### src/sv/pfes_pkg.sv
// ----------------------------------------------------------------------------
// Potential-field escape steering: shared package
// Holds the widths, the sine table, the register indexes and the types that
// the front part, the queue and the back part exchange.
// ----------------------------------------------------------------------------
package pfes_pkg;

   localparam int TRIG_FRAC_BITS = 14;
   localparam int TRIG_W         = TRIG_FRAC_BITS + 1;
   localparam int SINE_LAST      = 90;
   localparam int WEIGHT_W       = 24;
   localparam int PROD_W         = WEIGHT_W + TRIG_W;
   localparam int TERM_W         = PROD_W + 1;
   localparam int FORCE_W        = 56;
   localparam int QUEUE_DEPTH    = 4;
   localparam int REQ_DATA_W     = 48;
   localparam int RSP_DATA_W     = 136;
   localparam int CSR_DATA_W     = 6;

   localparam logic [63:0] DEG_Q30 = 64'd18740330;
   localparam int TAYLOR_DIV [1:6] = '{6, 20, 42, 72, 110, 156};

   localparam logic [5:0] POWER_RESET = 6'd25;
   localparam logic [5:0] POWER_MIN   = 6'd10;
   localparam logic [5:0] POWER_MAX   = 6'd50;
   localparam logic [6:0] TURN_LIMIT  = 7'd90;

   typedef enum logic [1:0] {
      CSR_STOPPED_ONLY  = 2'd0,
      CSR_SPIN_STEERING = 2'd1,
      CSR_DRIVE_POWER   = 2'd2
   } csr_index_type;

   typedef logic [TRIG_W-1:0] sine_tab_type [0:SINE_LAST];

   typedef struct packed {
      logic       stopped_only;
      logic       spin_steering;
      logic [5:0] drive_power;
   } cfg_type;

   typedef struct packed {
      logic                use_reading;
      logic                repel;
      logic [WEIGHT_W-1:0] weight;
      logic [TRIG_W-1:0]   cos_mag;
      logic                cos_neg;
      logic [TRIG_W-1:0]   sin_mag;
      logic                sin_neg;
      logic                last;
      logic                danger;
      logic                stopped;
      logic [6:0]          turn;
   } queue_entry_type;

   // Sine in whole degrees, Taylor series in Q30 rounded to the table format.
   function automatic sine_tab_type build_sine_tab();
      sine_tab_type tab;
      logic [63:0]  x;
      logic [63:0]  x2;
      logic [63:0]  term;
      logic [63:0]  pos;
      logic [63:0]  neg;
      logic [63:0]  r;
      for (int d = 0; d <= SINE_LAST; d++) begin
         x    = 64'(d) * DEG_Q30;
         x2   = (x * x) >> 30;
         term = x;
         pos  = x;
         neg  = 64'd0;
         for (int k = 1; k <= 6; k++) begin
            term = ((term * x2) >> 30) / 64'(TAYLOR_DIV[k]);
            if ((k & 1) != 0) begin
               neg = neg + term;
            end else begin
               pos = pos + term;
            end
         end
         r = pos - neg;
         r = (r + (64'd1 << (29 - TRIG_FRAC_BITS))) >> (30 - TRIG_FRAC_BITS);
         tab[d] = TRIG_W'(r);
      end
      return tab;
   endfunction

   localparam sine_tab_type SINE_TAB = build_sine_tab();

endpackage

### src/sv/pfes_front.sv
// ----------------------------------------------------------------------------
// Potential-field escape steering: front part
// Classifies one reading: folds the beam angle onto the sine table for both
// components, forms the distance error and the attractive or repulsive
// weight, and passes the scan-end flags along.
// ----------------------------------------------------------------------------
module pfes_front
   import pfes_pkg::*;
(
   input  logic signed [8:0]  beam_angle,
   input  logic signed [13:0] range_mm,
   input  logic [11:0]        zone_limit_mm,
   input  logic               scan_end,
   input  logic               zone_entered,
   input  logic               robot_stopped,
   input  logic [6:0]         turn_amount,
   output queue_entry_type    entry
);

   typedef struct packed {
      logic       neg;
      logic [6:0] idx;
   } trig_ref_type;

   function automatic trig_ref_type fold(logic [8:0] n);
      trig_ref_type t;
      t.neg = 1'b0;
      if (n <= 9'd90) begin
         t.idx = n[6:0];
      end else if (n <= 9'd180) begin
         t.idx = 7'(9'd180 - n);
      end else if (n <= 9'd270) begin
         t.idx = 7'(n - 9'd180);
         t.neg = 1'b1;
      end else begin
         t.idx = 7'(9'd360 - n);
         t.neg = 1'b1;
      end
      return t;
   endfunction

   logic [9:0]   angle_ext;
   logic [9:0]   cos_raw;
   logic [8:0]   sin_n;
   logic [8:0]   cos_n;
   trig_ref_type sin_ref;
   trig_ref_type cos_ref;
   logic [14:0]  err;
   logic [11:0]  err_abs;

   always_comb begin
      angle_ext = {beam_angle[8], beam_angle};
      sin_n     = 9'(angle_ext + (beam_angle[8] ? 10'd360 : 10'd0));
      cos_raw   = angle_ext + 10'd90;
      cos_n     = 9'(cos_raw + (cos_raw[9] ? 10'd360 : 10'd0));
      sin_ref   = fold(sin_n);
      cos_ref   = fold(cos_n);

      err     = {range_mm[13], range_mm} - {3'b000, zone_limit_mm};
      err_abs = 12'(15'd0 - err);

      entry.use_reading = ~range_mm[13];
      entry.repel       = err[14];
      entry.weight      = err[14] ? WEIGHT_W'(err_abs) * WEIGHT_W'(err_abs)
                                  : WEIGHT_W'(err[12:0]);
      entry.cos_mag     = SINE_TAB[cos_ref.idx];
      entry.cos_neg     = cos_ref.neg;
      entry.sin_mag     = SINE_TAB[sin_ref.idx];
      entry.sin_neg     = sin_ref.neg;
      entry.last        = scan_end;
      entry.danger      = zone_entered;
      entry.stopped     = robot_stopped;
      entry.turn        = turn_amount;
   end

endmodule

### src/sv/pfes_queue.sv
// ----------------------------------------------------------------------------
// Potential-field escape steering: classified-reading queue
// A short first-in first-out queue between the front and back parts.
// ----------------------------------------------------------------------------
module pfes_queue
   import pfes_pkg::*;
(
   input  logic            clock,
   input  logic            reset,
   input  logic            push,
   input  queue_entry_type push_entry,
   input  logic            pop,
   output queue_entry_type pop_entry,
   output logic            full,
   output logic            not_empty
);

   localparam int PTR_W   = $clog2(QUEUE_DEPTH);
   localparam int COUNT_W = $clog2(QUEUE_DEPTH + 1);

   queue_entry_type      slot_ff [QUEUE_DEPTH];
   logic [PTR_W-1:0]     wr_ptr_ff;
   logic [PTR_W-1:0]     wr_ptr_in;
   logic [PTR_W-1:0]     rd_ptr_ff;
   logic [PTR_W-1:0]     rd_ptr_in;
   logic [COUNT_W-1:0]   count_ff;
   logic [COUNT_W-1:0]   count_in;

   assign full      = (count_ff == COUNT_W'(QUEUE_DEPTH));
   assign not_empty = (count_ff != '0);
   assign pop_entry = slot_ff[rd_ptr_ff];

   always_comb begin
      wr_ptr_in = push ? wr_ptr_ff + 1'b1 : wr_ptr_ff;
      rd_ptr_in = pop ? rd_ptr_ff + 1'b1 : rd_ptr_ff;
      count_in  = count_ff + COUNT_W'(push) - COUNT_W'(pop);
   end

   always_ff @(posedge clock) begin
      if (reset) begin
         wr_ptr_ff <= '0;
         rd_ptr_ff <= '0;
         count_ff  <= '0;
      end else begin
         wr_ptr_ff <= wr_ptr_in;
         rd_ptr_ff <= rd_ptr_in;
         count_ff  <= count_in;
      end
   end

   always_ff @(posedge clock) begin
      if (push) begin
         slot_ff[wr_ptr_ff] <= push_entry;
      end
   end

endmodule

### src/sv/pfes_back.sv
// ----------------------------------------------------------------------------
// Potential-field escape steering: back part
// Multiplies each weight by its sine and cosine, adds the vector into the
// attractive or repulsive sums with saturation, and at the end of a scan
// decides on extrication, loads the result register and clears the sums.
// ----------------------------------------------------------------------------
module pfes_back
   import pfes_pkg::*;
#(
   parameter int ACC_BITS = 56
) (
   input  logic                  clock,
   input  logic                  reset,
   input  cfg_type               cfg,
   input  queue_entry_type       q_entry,
   input  logic                  q_valid,
   output logic                  q_pop,
   output logic                  rsp_tvalid,
   input  logic                  rsp_tready,
   output logic [RSP_DATA_W-1:0] rsp_tdata
);

   localparam logic signed [ACC_BITS-1:0] ACC_MAX = {1'b0, {(ACC_BITS - 1){1'b1}}};
   localparam logic signed [ACC_BITS-1:0] ACC_MIN = {1'b1, {(ACC_BITS - 1){1'b0}}};

   function automatic logic signed [ACC_BITS-1:0] sat_add(
      logic signed [ACC_BITS-1:0] a,
      logic signed [ACC_BITS-1:0] b
   );
      logic [ACC_BITS:0] s;
      s = {a[ACC_BITS-1], a} + {b[ACC_BITS-1], b};
      if (s[ACC_BITS] != s[ACC_BITS-1]) begin
         return s[ACC_BITS] ? ACC_MIN : ACC_MAX;
      end
      return s[ACC_BITS-1:0];
   endfunction

   function automatic logic signed [ACC_BITS-1:0] sat_sub(
      logic signed [ACC_BITS-1:0] a,
      logic signed [ACC_BITS-1:0] b
   );
      logic [ACC_BITS:0] s;
      s = {a[ACC_BITS-1], a} - {b[ACC_BITS-1], b};
      if (s[ACC_BITS] != s[ACC_BITS-1]) begin
         return s[ACC_BITS] ? ACC_MIN : ACC_MAX;
      end
      return s[ACC_BITS-1:0];
   endfunction

   function automatic logic signed [TERM_W-1:0] signed_term(
      logic [PROD_W-1:0] mag,
      logic              neg
   );
      logic [TERM_W-1:0] t;
      t = {1'b0, mag};
      return neg ? TERM_W'(~t + 1'b1) : t;
   endfunction

   // Product stage
   logic                     p_valid_ff;
   logic                     p_use_ff;
   logic                     p_repel_ff;
   logic                     p_last_ff;
   logic                     p_danger_ff;
   logic                     p_stopped_ff;
   logic [6:0]               p_turn_ff;
   logic signed [TERM_W-1:0] p_x_ff;
   logic signed [TERM_W-1:0] p_y_ff;
   logic [PROD_W-1:0]        prod_x;
   logic [PROD_W-1:0]        prod_y;

   // Sums
   logic signed [ACC_BITS-1:0] attract_x_ff;
   logic signed [ACC_BITS-1:0] attract_y_ff;
   logic signed [ACC_BITS-1:0] repel_x_ff;
   logic signed [ACC_BITS-1:0] repel_y_ff;
   logic signed [ACC_BITS-1:0] attract_x_in;
   logic signed [ACC_BITS-1:0] attract_y_in;
   logic signed [ACC_BITS-1:0] repel_x_in;
   logic signed [ACC_BITS-1:0] repel_y_in;
   logic signed [ACC_BITS-1:0] term_x;
   logic signed [ACC_BITS-1:0] term_y;

   // Decision stage
   logic       d_pending_ff;
   logic       d_pending_in;
   logic       d_danger_ff;
   logic       d_stopped_ff;
   logic [6:0] d_turn_ff;
   logic       decide;

   logic signed [ACC_BITS-1:0] fx;
   logic signed [ACC_BITS-1:0] fy;
   logic                       acted;
   logic                       x_zero;
   logic                       x_neg;
   logic                       x_pos;
   logic                       y_zero;
   logic                       y_neg;
   logic                       y_pos;
   logic                       fwd;
   logic                       turn_neg;
   logic [5:0]                 power_sat;
   logic [6:0]                 turn_sat;

   // Result register
   logic                  rsp_valid_ff;
   logic                  rsp_valid_in;
   logic [RSP_DATA_W-1:0] rsp_data_ff;
   logic [RSP_DATA_W-1:0] rsp_data_in;
   logic [1:0]            drive_dir;
   logic signed [7:0]     turn_deg;
   logic signed [6:0]     power_cmd;
   logic [FORCE_W-1:0]    force_x;
   logic [FORCE_W-1:0]    force_y;

   assign q_pop      = q_valid & ~(p_valid_ff & p_last_ff) & ~d_pending_ff;
   assign decide     = d_pending_ff & (~rsp_valid_ff | rsp_tready);
   assign rsp_tvalid = rsp_valid_ff;
   assign rsp_tdata  = rsp_data_ff;

   assign prod_x = PROD_W'(q_entry.weight) * PROD_W'(q_entry.cos_mag);
   assign prod_y = PROD_W'(q_entry.weight) * PROD_W'(q_entry.sin_mag);

   always_ff @(posedge clock) begin
      if (reset) begin
         p_valid_ff <= 1'b0;
      end else begin
         p_valid_ff <= q_pop;
      end
   end

   always_ff @(posedge clock) begin
      if (q_pop) begin
         p_use_ff     <= q_entry.use_reading;
         p_repel_ff   <= q_entry.repel;
         p_last_ff    <= q_entry.last;
         p_danger_ff  <= q_entry.danger;
         p_stopped_ff <= q_entry.stopped;
         p_turn_ff    <= q_entry.turn;
         p_x_ff       <= signed_term(prod_x, q_entry.cos_neg);
         p_y_ff       <= signed_term(prod_y, q_entry.sin_neg);
      end
   end

   always_comb begin
      term_x       = ACC_BITS'(p_x_ff);
      term_y       = ACC_BITS'(p_y_ff);
      attract_x_in = attract_x_ff;
      attract_y_in = attract_y_ff;
      repel_x_in   = repel_x_ff;
      repel_y_in   = repel_y_ff;
      if (decide) begin
         attract_x_in = '0;
         attract_y_in = '0;
         repel_x_in   = '0;
         repel_y_in   = '0;
      end else if (p_valid_ff && p_use_ff) begin
         if (p_repel_ff) begin
            repel_x_in = sat_add(repel_x_ff, term_x);
            repel_y_in = sat_add(repel_y_ff, term_y);
         end else begin
            attract_x_in = sat_add(attract_x_ff, term_x);
            attract_y_in = sat_add(attract_y_ff, term_y);
         end
      end
      d_pending_in = d_pending_ff;
      if (decide) begin
         d_pending_in = 1'b0;
      end else if (p_valid_ff && p_last_ff) begin
         d_pending_in = 1'b1;
      end
   end

   always_ff @(posedge clock) begin
      if (reset) begin
         attract_x_ff <= '0;
         attract_y_ff <= '0;
         repel_x_ff   <= '0;
         repel_y_ff   <= '0;
         d_pending_ff <= 1'b0;
      end else begin
         attract_x_ff <= attract_x_in;
         attract_y_ff <= attract_y_in;
         repel_x_ff   <= repel_x_in;
         repel_y_ff   <= repel_y_in;
         d_pending_ff <= d_pending_in;
      end
   end

   always_ff @(posedge clock) begin
      if (p_valid_ff && p_last_ff) begin
         d_danger_ff  <= p_danger_ff;
         d_stopped_ff <= p_stopped_ff;
         d_turn_ff    <= p_turn_ff;
      end
   end

   always_comb begin
      fx     = sat_sub(attract_x_ff, repel_x_ff);
      fy     = sat_sub(attract_y_ff, repel_y_ff);
      acted  = d_danger_ff & (~cfg.stopped_only | d_stopped_ff);
      x_zero = (fx == '0);
      x_neg  = fx[ACC_BITS-1];
      x_pos  = ~x_neg & ~x_zero;
      y_zero = (fy == '0);
      y_neg  = fy[ACC_BITS-1];
      y_pos  = ~y_neg & ~y_zero;

      if ((x_pos && !y_neg) || (x_zero && y_zero)) begin
         fwd      = 1'b1;
         turn_neg = 1'b0;
      end else if (!x_pos && y_pos) begin
         fwd      = 1'b0;
         turn_neg = 1'b1;
      end else if (x_neg && !y_pos) begin
         fwd      = 1'b0;
         turn_neg = 1'b0;
      end else begin
         fwd      = 1'b1;
         turn_neg = 1'b1;
      end

      if (cfg.drive_power < POWER_MIN) begin
         power_sat = POWER_MIN;
      end else if (cfg.drive_power > POWER_MAX) begin
         power_sat = POWER_MAX;
      end else begin
         power_sat = cfg.drive_power;
      end
      turn_sat = (d_turn_ff > TURN_LIMIT) ? TURN_LIMIT : d_turn_ff;

      if (acted) begin
         drive_dir = fwd ? 2'b01 : 2'b11;
         turn_deg  = turn_neg ? 8'(~{1'b0, turn_sat} + 1'b1) : {1'b0, turn_sat};
         if (cfg.spin_steering) begin
            power_cmd = '0;
         end else begin
            power_cmd = fwd ? {1'b0, power_sat} : 7'(~{1'b0, power_sat} + 1'b1);
         end
         force_x = FORCE_W'(fx);
         force_y = FORCE_W'(fy);
      end else begin
         drive_dir = '0;
         turn_deg  = '0;
         power_cmd = '0;
         force_x   = '0;
         force_y   = '0;
      end

      rsp_data_in = RSP_DATA_W'({force_y, force_x, power_cmd, turn_deg, drive_dir, acted});

      if (decide) begin
         rsp_valid_in = 1'b1;
      end else if (rsp_tready) begin
         rsp_valid_in = 1'b0;
      end else begin
         rsp_valid_in = rsp_valid_ff;
      end
   end

   always_ff @(posedge clock) begin
      if (reset) begin
         rsp_valid_ff <= 1'b0;
      end else begin
         rsp_valid_ff <= rsp_valid_in;
      end
   end

   always_ff @(posedge clock) begin
      if (decide) begin
         rsp_data_ff <= rsp_data_in;
      end
   end

endmodule

### src/sv/potential_field_escape_steering.sv
// ----------------------------------------------------------------------------
// Potential-field escape steering
// Sums laser readings into attractive and repulsive force vectors and, at the
// end of each scan, issues an extrication drive and turn command.
//
//   Channel  Direction  Handshake                Payload
//   req      in         req_tvalid / req_tready  req_tdata, req_tlast
//   rsp      out        rsp_tvalid / rsp_tready  rsp_tdata
//   csr      in         csr_wr_en                csr_index, csr_wdata
//
// Readings that do not end a scan are taken one per cycle while the queue has
// room. A scan-end reading keeps the back part busy through its product, sum
// and decision steps, and its result is offered once the decision step loads the result register.
// Reset clears the sums and the queue and sets the registers to their defaults.
// The input stalls only when the four-entry queue is full; a stalled result
// holds the decision, and the queue keeps filling behind it.
// ----------------------------------------------------------------------------
module potential_field_escape_steering
   import pfes_pkg::*;
#(
   parameter int ACC_BITS = 56
) (
   input  logic                  clock,
   input  logic                  reset,
   // beam_angle, range_mm, zone_limit_mm, zone_entered, robot_stopped,
   // turn_amount, from the lowest bit up
   input  logic [REQ_DATA_W-1:0] req_tdata,
   input  logic                  req_tlast,
   input  logic                  req_tvalid,
   output logic                  req_tready,
   // acted, drive_dir, turn_deg, power_cmd, force_x, force_y,
   // from the lowest bit up
   output logic [RSP_DATA_W-1:0] rsp_tdata,
   output logic                  rsp_tvalid,
   input  logic                  rsp_tready,
   input  logic                  csr_wr_en,
   input  logic [1:0]            csr_index,
   input  logic [CSR_DATA_W-1:0] csr_wdata
);

   cfg_type         cfg_ff;
   cfg_type         cfg_in;
   queue_entry_type front_entry;
   queue_entry_type back_entry;
   logic            queue_full;
   logic            queue_not_empty;
   logic            queue_pop;
   logic            req_push;

   assign req_tready = ~queue_full;
   assign req_push   = req_tvalid & ~queue_full;

   always_comb begin
      cfg_in = cfg_ff;
      if (csr_wr_en) begin
         unique case (csr_index_type'(csr_index))
            CSR_STOPPED_ONLY:  cfg_in.stopped_only  = csr_wdata[0];
            CSR_SPIN_STEERING: cfg_in.spin_steering = csr_wdata[0];
            CSR_DRIVE_POWER:   cfg_in.drive_power   = csr_wdata;
            default:           cfg_in = cfg_ff;
         endcase
      end
   end

   always_ff @(posedge clock) begin
      if (reset) begin
         cfg_ff.stopped_only  <= 1'b0;
         cfg_ff.spin_steering <= 1'b0;
         cfg_ff.drive_power   <= POWER_RESET;
      end else begin
         cfg_ff <= cfg_in;
      end
   end

   pfes_front u_front (
      .beam_angle    (req_tdata[8:0]),
      .range_mm      (req_tdata[22:9]),
      .zone_limit_mm (req_tdata[34:23]),
      .scan_end      (req_tlast),
      .zone_entered  (req_tdata[35]),
      .robot_stopped (req_tdata[36]),
      .turn_amount   (req_tdata[43:37]),
      .entry         (front_entry)
   );

   pfes_queue u_queue (
      .clock      (clock),
      .reset      (reset),
      .push       (req_push),
      .push_entry (front_entry),
      .pop        (queue_pop),
      .pop_entry  (back_entry),
      .full       (queue_full),
      .not_empty  (queue_not_empty)
   );

   pfes_back #(
      .ACC_BITS (ACC_BITS)
   ) u_back (
      .clock      (clock),
      .reset      (reset),
      .cfg        (cfg_ff),
      .q_entry    (back_entry),
      .q_valid    (queue_not_empty),
      .q_pop      (queue_pop),
      .rsp_tvalid (rsp_tvalid),
      .rsp_tready (rsp_tready),
      .rsp_tdata  (rsp_tdata)
   );

endmodule

### config.mk
export PLATFORM = sky130hd
export DESIGN_NAME = potential_field_escape_steering
export DESIGN_NICKNAME = d
export VERILOG_FILES = /design/src/sv/pfes_pkg.sv /design/src/sv/pfes_front.sv /design/src/sv/pfes_queue.sv /design/src/sv/pfes_back.sv /design/src/sv/potential_field_escape_steering.sv
export SDC_FILE = /design/constraint.sdc
export NUM_CORES = 2
export LEC_CHECK = 0
export BUFFER_PORTS_ARGS = -buffer_cell sky130_fd_sc_hd__buf_2
export CORE_ASPECT_RATIO = 1.4
export CORE_MARGIN = 8
export CORE_UTILIZATION = 60
export CTS_CLUSTER_SIZE = 24
export DETAILED_ROUTE_END_ITERATION = 10
export PLACE_DENSITY = 0.81
export SLEW_MARGIN = 20
export SYNTH_ARGS = -nofsm -noshare
export SYNTH_HDL_FRONTEND = slang
export SYNTH_SLANG_ARGS = --single-unit
### constraint.sdc
create_clock -name clock -period 10.3 [get_ports clock]
set_input_delay 1.03 -clock clock [delete_from_list [all_inputs] [get_ports clock]]
set_output_delay 1.03 -clock clock [all_outputs]
set_load 0.05 [all_outputs]
Word level (Yosys, flattened, before mapping)
Memories as Yosys holds them, arrays and structs flattened. A register that Yosys moved wholly into a read port is not among the register bits.
Cells that the tools add are included.
{ "totals": {"ff_bits": 473, "latchBits": 0, "ramBits": 272, "rom_bits": 3840, "input_bits": 62, "output_inout_bits": 138, "elab_cells": 206, "mem_count": 3} }
{ "memory_table": {"columns": ["memory", "depth", "word_bits", "rd", "rd_clocked_by_memory_dff", "write_ports", "line_no", "rtl"], "rows": [
  ["(name not given)", 128, 15, 1, 0, 0, "pfes_front.sv:66", "entry.cos_mag = SINE_TAB[cos_ref.idx];"],
  ["(name not given)", 128, 15, 1, 0, 0, "pfes_front.sv:68", "entry.sin_mag = SINE_TAB[sin_ref.idx];"],
  ["u_queue.slot_ff", 4, 68, 1, 1, 1, "pfes_queue.sv:21", "queue_entry_type slot_ff [QUEUE_DEPTH];"]
]} }
{ "classes": {"n_addsub": 25, "n_mul": 3, "div_mod_pow": 0, "magnitude_cmp": 11, "n_eq_ne": 9, "n_shift": 0, "n_mux": 72, "bitwise_logic": 28, "reduce_logical": 24} }
{ "op_table": {"columns": ["op", "count"], "rows": [
  ["two-way mux 56 bit", 18],
  ["adder 56 x 40 -> 57 bit", 4],
  ["subtractor 56 x 56 -> 57 bit", 2],
  ["logical NOT 56 bit", 2],
  ["adder 40 x 1 -> 40 bit (second input constant)", 2],
  ["NOT 39 -> 40 bit", 2],
  ["multiplier 24 x 15 -> 39 bit", 2],
  ["two-way mux 39 bit", 2],
  ["two-way mux 15 bit", 4],
  ["two-way mux 7 bit", 8],
  ["two-way mux 1 bit", 31],
  ["multiplier 12 x 12 -> 24 bit", 1],
  ["two-way mux 24 bit", 1],
  ["NOT 7 -> 8 bit", 3],
  ["adder 9 bit", 2],
  ["less-or-equal comparator 9 x 7 -> 1 bit (second input constant)", 2],
  ["less-or-equal comparator 9 x 8 -> 1 bit (second input constant)", 2],
  ["less-or-equal comparator 9 bit (second input constant)", 2],
  ["two-way mux 6 bit", 3],
  ["two-way mux 9 bit", 2],
  ["greater-or-equal comparator 8 bit (second input constant)", 2],
  ["subtractor 14 x 13 -> 15 bit", 1],
  ["subtractor 6 x 7 -> 7 bit (first input constant)", 2],
  ["subtractor 7 x 6 -> 7 bit (second input constant)", 2],
  ["29 further kinds", 70]
]} }

Logic depth before layout (Yosys ltp)
{ "depth": {"depth_word": 13, "depth_mapped": 39, "ltp_nobuf": 38} }

Cells and area by module
From an unflattened synthesis, not the netlist that was laid out.
{ "hier_totals": {"hier_cells": 9515, "area_unflattened_um2": 83645.2} }
{ "by_module_without_submodules": {"columns": ["module", "n_inst", "cells_each", "area_each_um2", "seq_area_each_um2"], "rows": [
  ["pfes_back", 1, 7661, 63010.4, 11481.0],
  ["pfes_queue", 1, 398, 10276.1, 8348.0],
  ["pfes_front", 1, 1418, 9989.6, 0.0],
  ["potential_field_escape_steering", 1, 38, 369.1, 160.2]
]} }

Worst setup path before layout
Ideal clock, no wire load.
{ "synth_timing": {"path_kind": "register to register", "from": "register with a tool-made name", "to": "register u_back.p_x_ff[38] (data pin)", "setup_ps": 260, "t_arrival_ps": 9015, "required_ps": 10040, "setup_slack_ps": 1026, "path_stages_with_launch": 33, "path_buffers": 6, "period_less_slack_ps": 9274, "path_cell_list": "dfxtp_1 > buf_4 > buf_1 > buf_1 > clkbuf_1 > mux2i_1 > nand2_1 > o21ai_0 > clkbuf_1 > nor2_1 > fa_1 > inv_1 > fa_1 > inv_1 > fa_1 > fa_1 > fa_1 > inv_1 > fa_1 > inv_1 > ha_1 > clkbuf_1 > a21oi_1 > o21ai_0 > a311oi_4 > o31ai_1 > nor4b_1 > nor2_1 > xnor2_1 > or3_1 > or4_1 > o21ai_1 > xnor2_1"} }
{ "synth_rtl": {"columns": ["element", "line_no", "rtl"], "rows": [
  ["end signal: assignment", "pfes_back.sv:141", "p_x_ff <= signed_term(prod_x, q_entry.cos_neg);"],
  ["end: declaration", "pfes_back.sv:67", "logic signed [TERM_W-1:0] p_x_ff;"]
]} }

==> summary.md <==
| Metric | Value |
|---|---|
| PostCTS Resize Cnt | 0 |
| RR Endpoint | u_back.p_y_ff[36]$_DFFE_PP_ |
| Vias | 70245 |
| Synth top area share | 18.40% |
| Share of layout cells above drive strength 1 | 7.578% |
| Main synth FF type | edfxtp_1 |
| Crit Path Class | reg -> reg |
| GRT Residual Overflow | 0 |
| Global routing's busiest layer | met2 |
| Max Cap Viol | 0 |
| Worst setup SP type | register |
| Worst slew pin tran | 1.120 ns |
| Clk root buf | clkbuf_16 |
| Effective utilization at floorplan | 60.46% |
| Met3 Track Usage GR | 4.635% |
| Area of the core | 135700 um^2 |
| # setup viols final | 0 |
| Clk buf depth | 3 |
| Layout Skew | 0.05029 ns |
| First-pass GRT wire length | 364300 um |
| Post-CTS Setup Inserts | 0 |
| Vias in the first global route | 70155 |
| Count leader, synth | inv_1 |
| Crit path time final | 9.517 ns |
| DPL Wire Length | 175500 um |
| Critical path fanouts, max | 30 |
| Die ar. | 149000 um^2 |
| GPL Wtd Cong | 0.9759 |
| CTS clk-pin slew, worst paths | 0.07 ns |
| Period utilization | 92.40% |
| Area Growth Syn to Fin | 6.386% |
| Met2 Resource Use GR | 51.73% |
| Clock sink count | 747 |
| # IOs | 200 |
| Worst path required time | 10.73 ns |
| DIE WIDTH | 328.6 um |
| Rel. slew slack | 25.30% |
| Depth of the worst register-to-register path | 31 |
| Post-Syn Instances | 9437 |
| H-tree depth | 3 |
| Hold Path Class | reg -> reg |
| Max stage delay on crit path | 0.67 ns |
| Final Max Slew Viols | 0 |
| DRT Wirelength | 228500 um |
| Max frequency | 105.1 MHz |
| Post-synthesis cell type count | 126 |
| Nets | 10774 |
| Critical Path Most Common Cell | fa_1 |
| Seq/Total Area, Yosys | 24.36% |
| M1 GR Usage | 35.17% |
| CP endpoint kind | register |
| Netlist Area Pre-Place | 82070 um^2 |
| Die Ht | 453.6 um |
| Ys async rst share | 0% |
| Post-synth EDFFs | 503 |
| Run status | complete, no violations |
| Mean Syn Cell Area | 8.696 um^2 |
| WL per Instance | 20.34 um |
| Vias per cell | 6.254 |
| Synth top cells by count | inv_1 (1035), nand2_1 (981), nor2_1 (857), a21oi_1 (749), ha_1 (668) |
| Critical path's slowest cell | dfxtp_4 |
| Largest net degree at the start of global routing | 88 |
| Yosys reg bits | 747 |
| CTS tree | yes |
| Synth top area cells | edfxtp_1 (18%), fa_1 (16%), ha_1 (10%), dfxtp_1 (6.0%), inv_1 (4.7%) |
| 1st-pass router iterations | 6 |
| CTS Buf Count | 74 |
| Insertion delay to the later sink of the worst-skew pair | 0.72 ns |
| Final hold violation count | 0 |
| Total track usage | 29.81% |
| FF-to-FF setup slack | 0.78 ns |
| Hold slack | 0.4230 ns |
| Data arrival, critical path | 9.95 ns |
| Post-route ant nets | 0 |
| Setup TNS | 0 ns |
| Initial antenna violation count | 3 |
| Critical Path Sink | u_back.p_y_ff[36]$_DFFE_PP_ |
| # rows | 160 |
| DRC | 0 |
| DRT iter0 DRCs | 6111 |
| Leading area contributor after synthesis | edfxtp_1 |
| RSZ-0062 raised after global routing | false |
| Port buffer count | 189 |
| Syn. warnings | 0 |
| Hold Buf Count CTS | 0 |
logic make-up (layout without fill, tap and decap cells):
| logic type | after synthesis | after routing | synth area share (%) |
|---|---|---|---|
| xor gates and xnor gates | 483 | 483 | 5.173 |
| other | 1 | 8 | 0.004569 |
| adders and majority gates | 1433 | 1433 | 27.50 |
| DFF | 747 | 747 | 24.36 |
| AOI/OAI and AO/OA | 2460 | 2460 | 19.10 |
| and+or+nand+nor | 2640 | 2640 | 14.34 |
| muxes | 157 | 157 | 2.392 |
| buffers and inverters | 1516 | 1522 | 7.133 |
worst max-delay path, delay by kind of cell, from the launching register on:
family,cells,cell delay (ns)
buf+inv,7,1.05
xor+xnor,1,0.09
compound gates,10,2.22
flops,1,0.67
mux,1,0.37
simple gates,5,1.43
fa+ha+maj,7,3.38
final cells by class:
type / count / area [um^2]
flip-flops and latches: 747 / 20000
well taps: 1782 / 2230
fillers: 11075 / 48420
repair buffers: 346 / 2150
clock inverters: 48 / 658.1
diodes: 2 / 5.005
clock buffers: 87 / 1951
inverters: 1041 / 3908
multi-input cells: 7179 / 56410
routing by layer:
metal / vias up / share of wire (%)
met1: 33679 / 38
li1: 32622 / -
met5: - / 0
met2: 3177 / 48
met3: 767 / 7.6
met4: 0 / 6.1
worst min path at each step:
stage,startpoint,cells past startpoint,end
floorplan,u_back.p_danger_ff$_DFFE_PP_,0,u_back.d_danger_ff$_DFFE_PP_
global placement,u_back.p_danger_ff$_DFFE_PP_,0,u_back.d_danger_ff$_DFFE_PP_
detailed placement,u_back.p_turn_ff[5]$_DFFE_PP_,0,u_back.d_turn_ff[5]$_DFFE_PP_
CTS,u_back.p_turn_ff[5]$_DFFE_PP_,0,u_back.d_turn_ff[5]$_DFFE_PP_
global route,u_back.p_turn_ff[5]$_DFFE_PP_,0,u_back.d_turn_ff[5]$_DFFE_PP_
finish,u_back.p_turn_ff[1]$_DFFE_PP_,0,u_back.d_turn_ff[1]$_DFFE_PP_
metrics by stage:
| step | util [%] | std cells | setup WS, ns | instance area [um^2] |
|---|---|---|---|---|
| 4_1_cts | 64.32 | 11230 | 0.8467 | 87310 |
| 6_report | 64.33 | 11232 | 0.7833 | 87310 |
| 3_3_place_gp | 62.40 | 11095 | 0.5216 | 84700 |
| 5_1_grt | 64.32 | 11231 | 0.3690 | 87310 |
| 3_5_place_dp | 62.40 | 11095 | 0.4758 | 84700 |
| 2_1_floorplan | - | 9442 | 1.026 | 82090 |
state kept, by name, indices dropped and copies added, names as in the netlist, 2 cells and up, named ones only:
signal,flops
cfg_ff,8
u_back.attract_x_ff,56
u_back.attract_y_ff,56
u_back.d_turn_ff,7
u_back.p_turn_ff,7
u_back.p_x_ff,40
u_back.p_y_ff,40
u_back.repel_x_ff,56
u_back.repel_y_ff,56
u_back.rsp_tdata,130
u_queue.count_ff,3
u_queue.rd_ptr_ff,2
u_queue.slot_ff,272
u_queue.wr_ptr_ff,2
placed cells by master, fill, tap and decap left out, types with 134 or more instances in the layout:
master and n:
nand2_1 981, buf_4 155, nor2_1 854, nor3_1 134
inv_1 1035, a21oi_1 748, edfxtp_1 503, xnor2_1 309
dfxtp_1 242, o21ai_0 524, xor2_1 165, nand3_1 140
fa_1 655, a21o_1 215, buf_2 189, ha_1 668
Power is not shown: default switching activity piles up to over one toggle a cycle in this logic, so the estimate is an artifact.
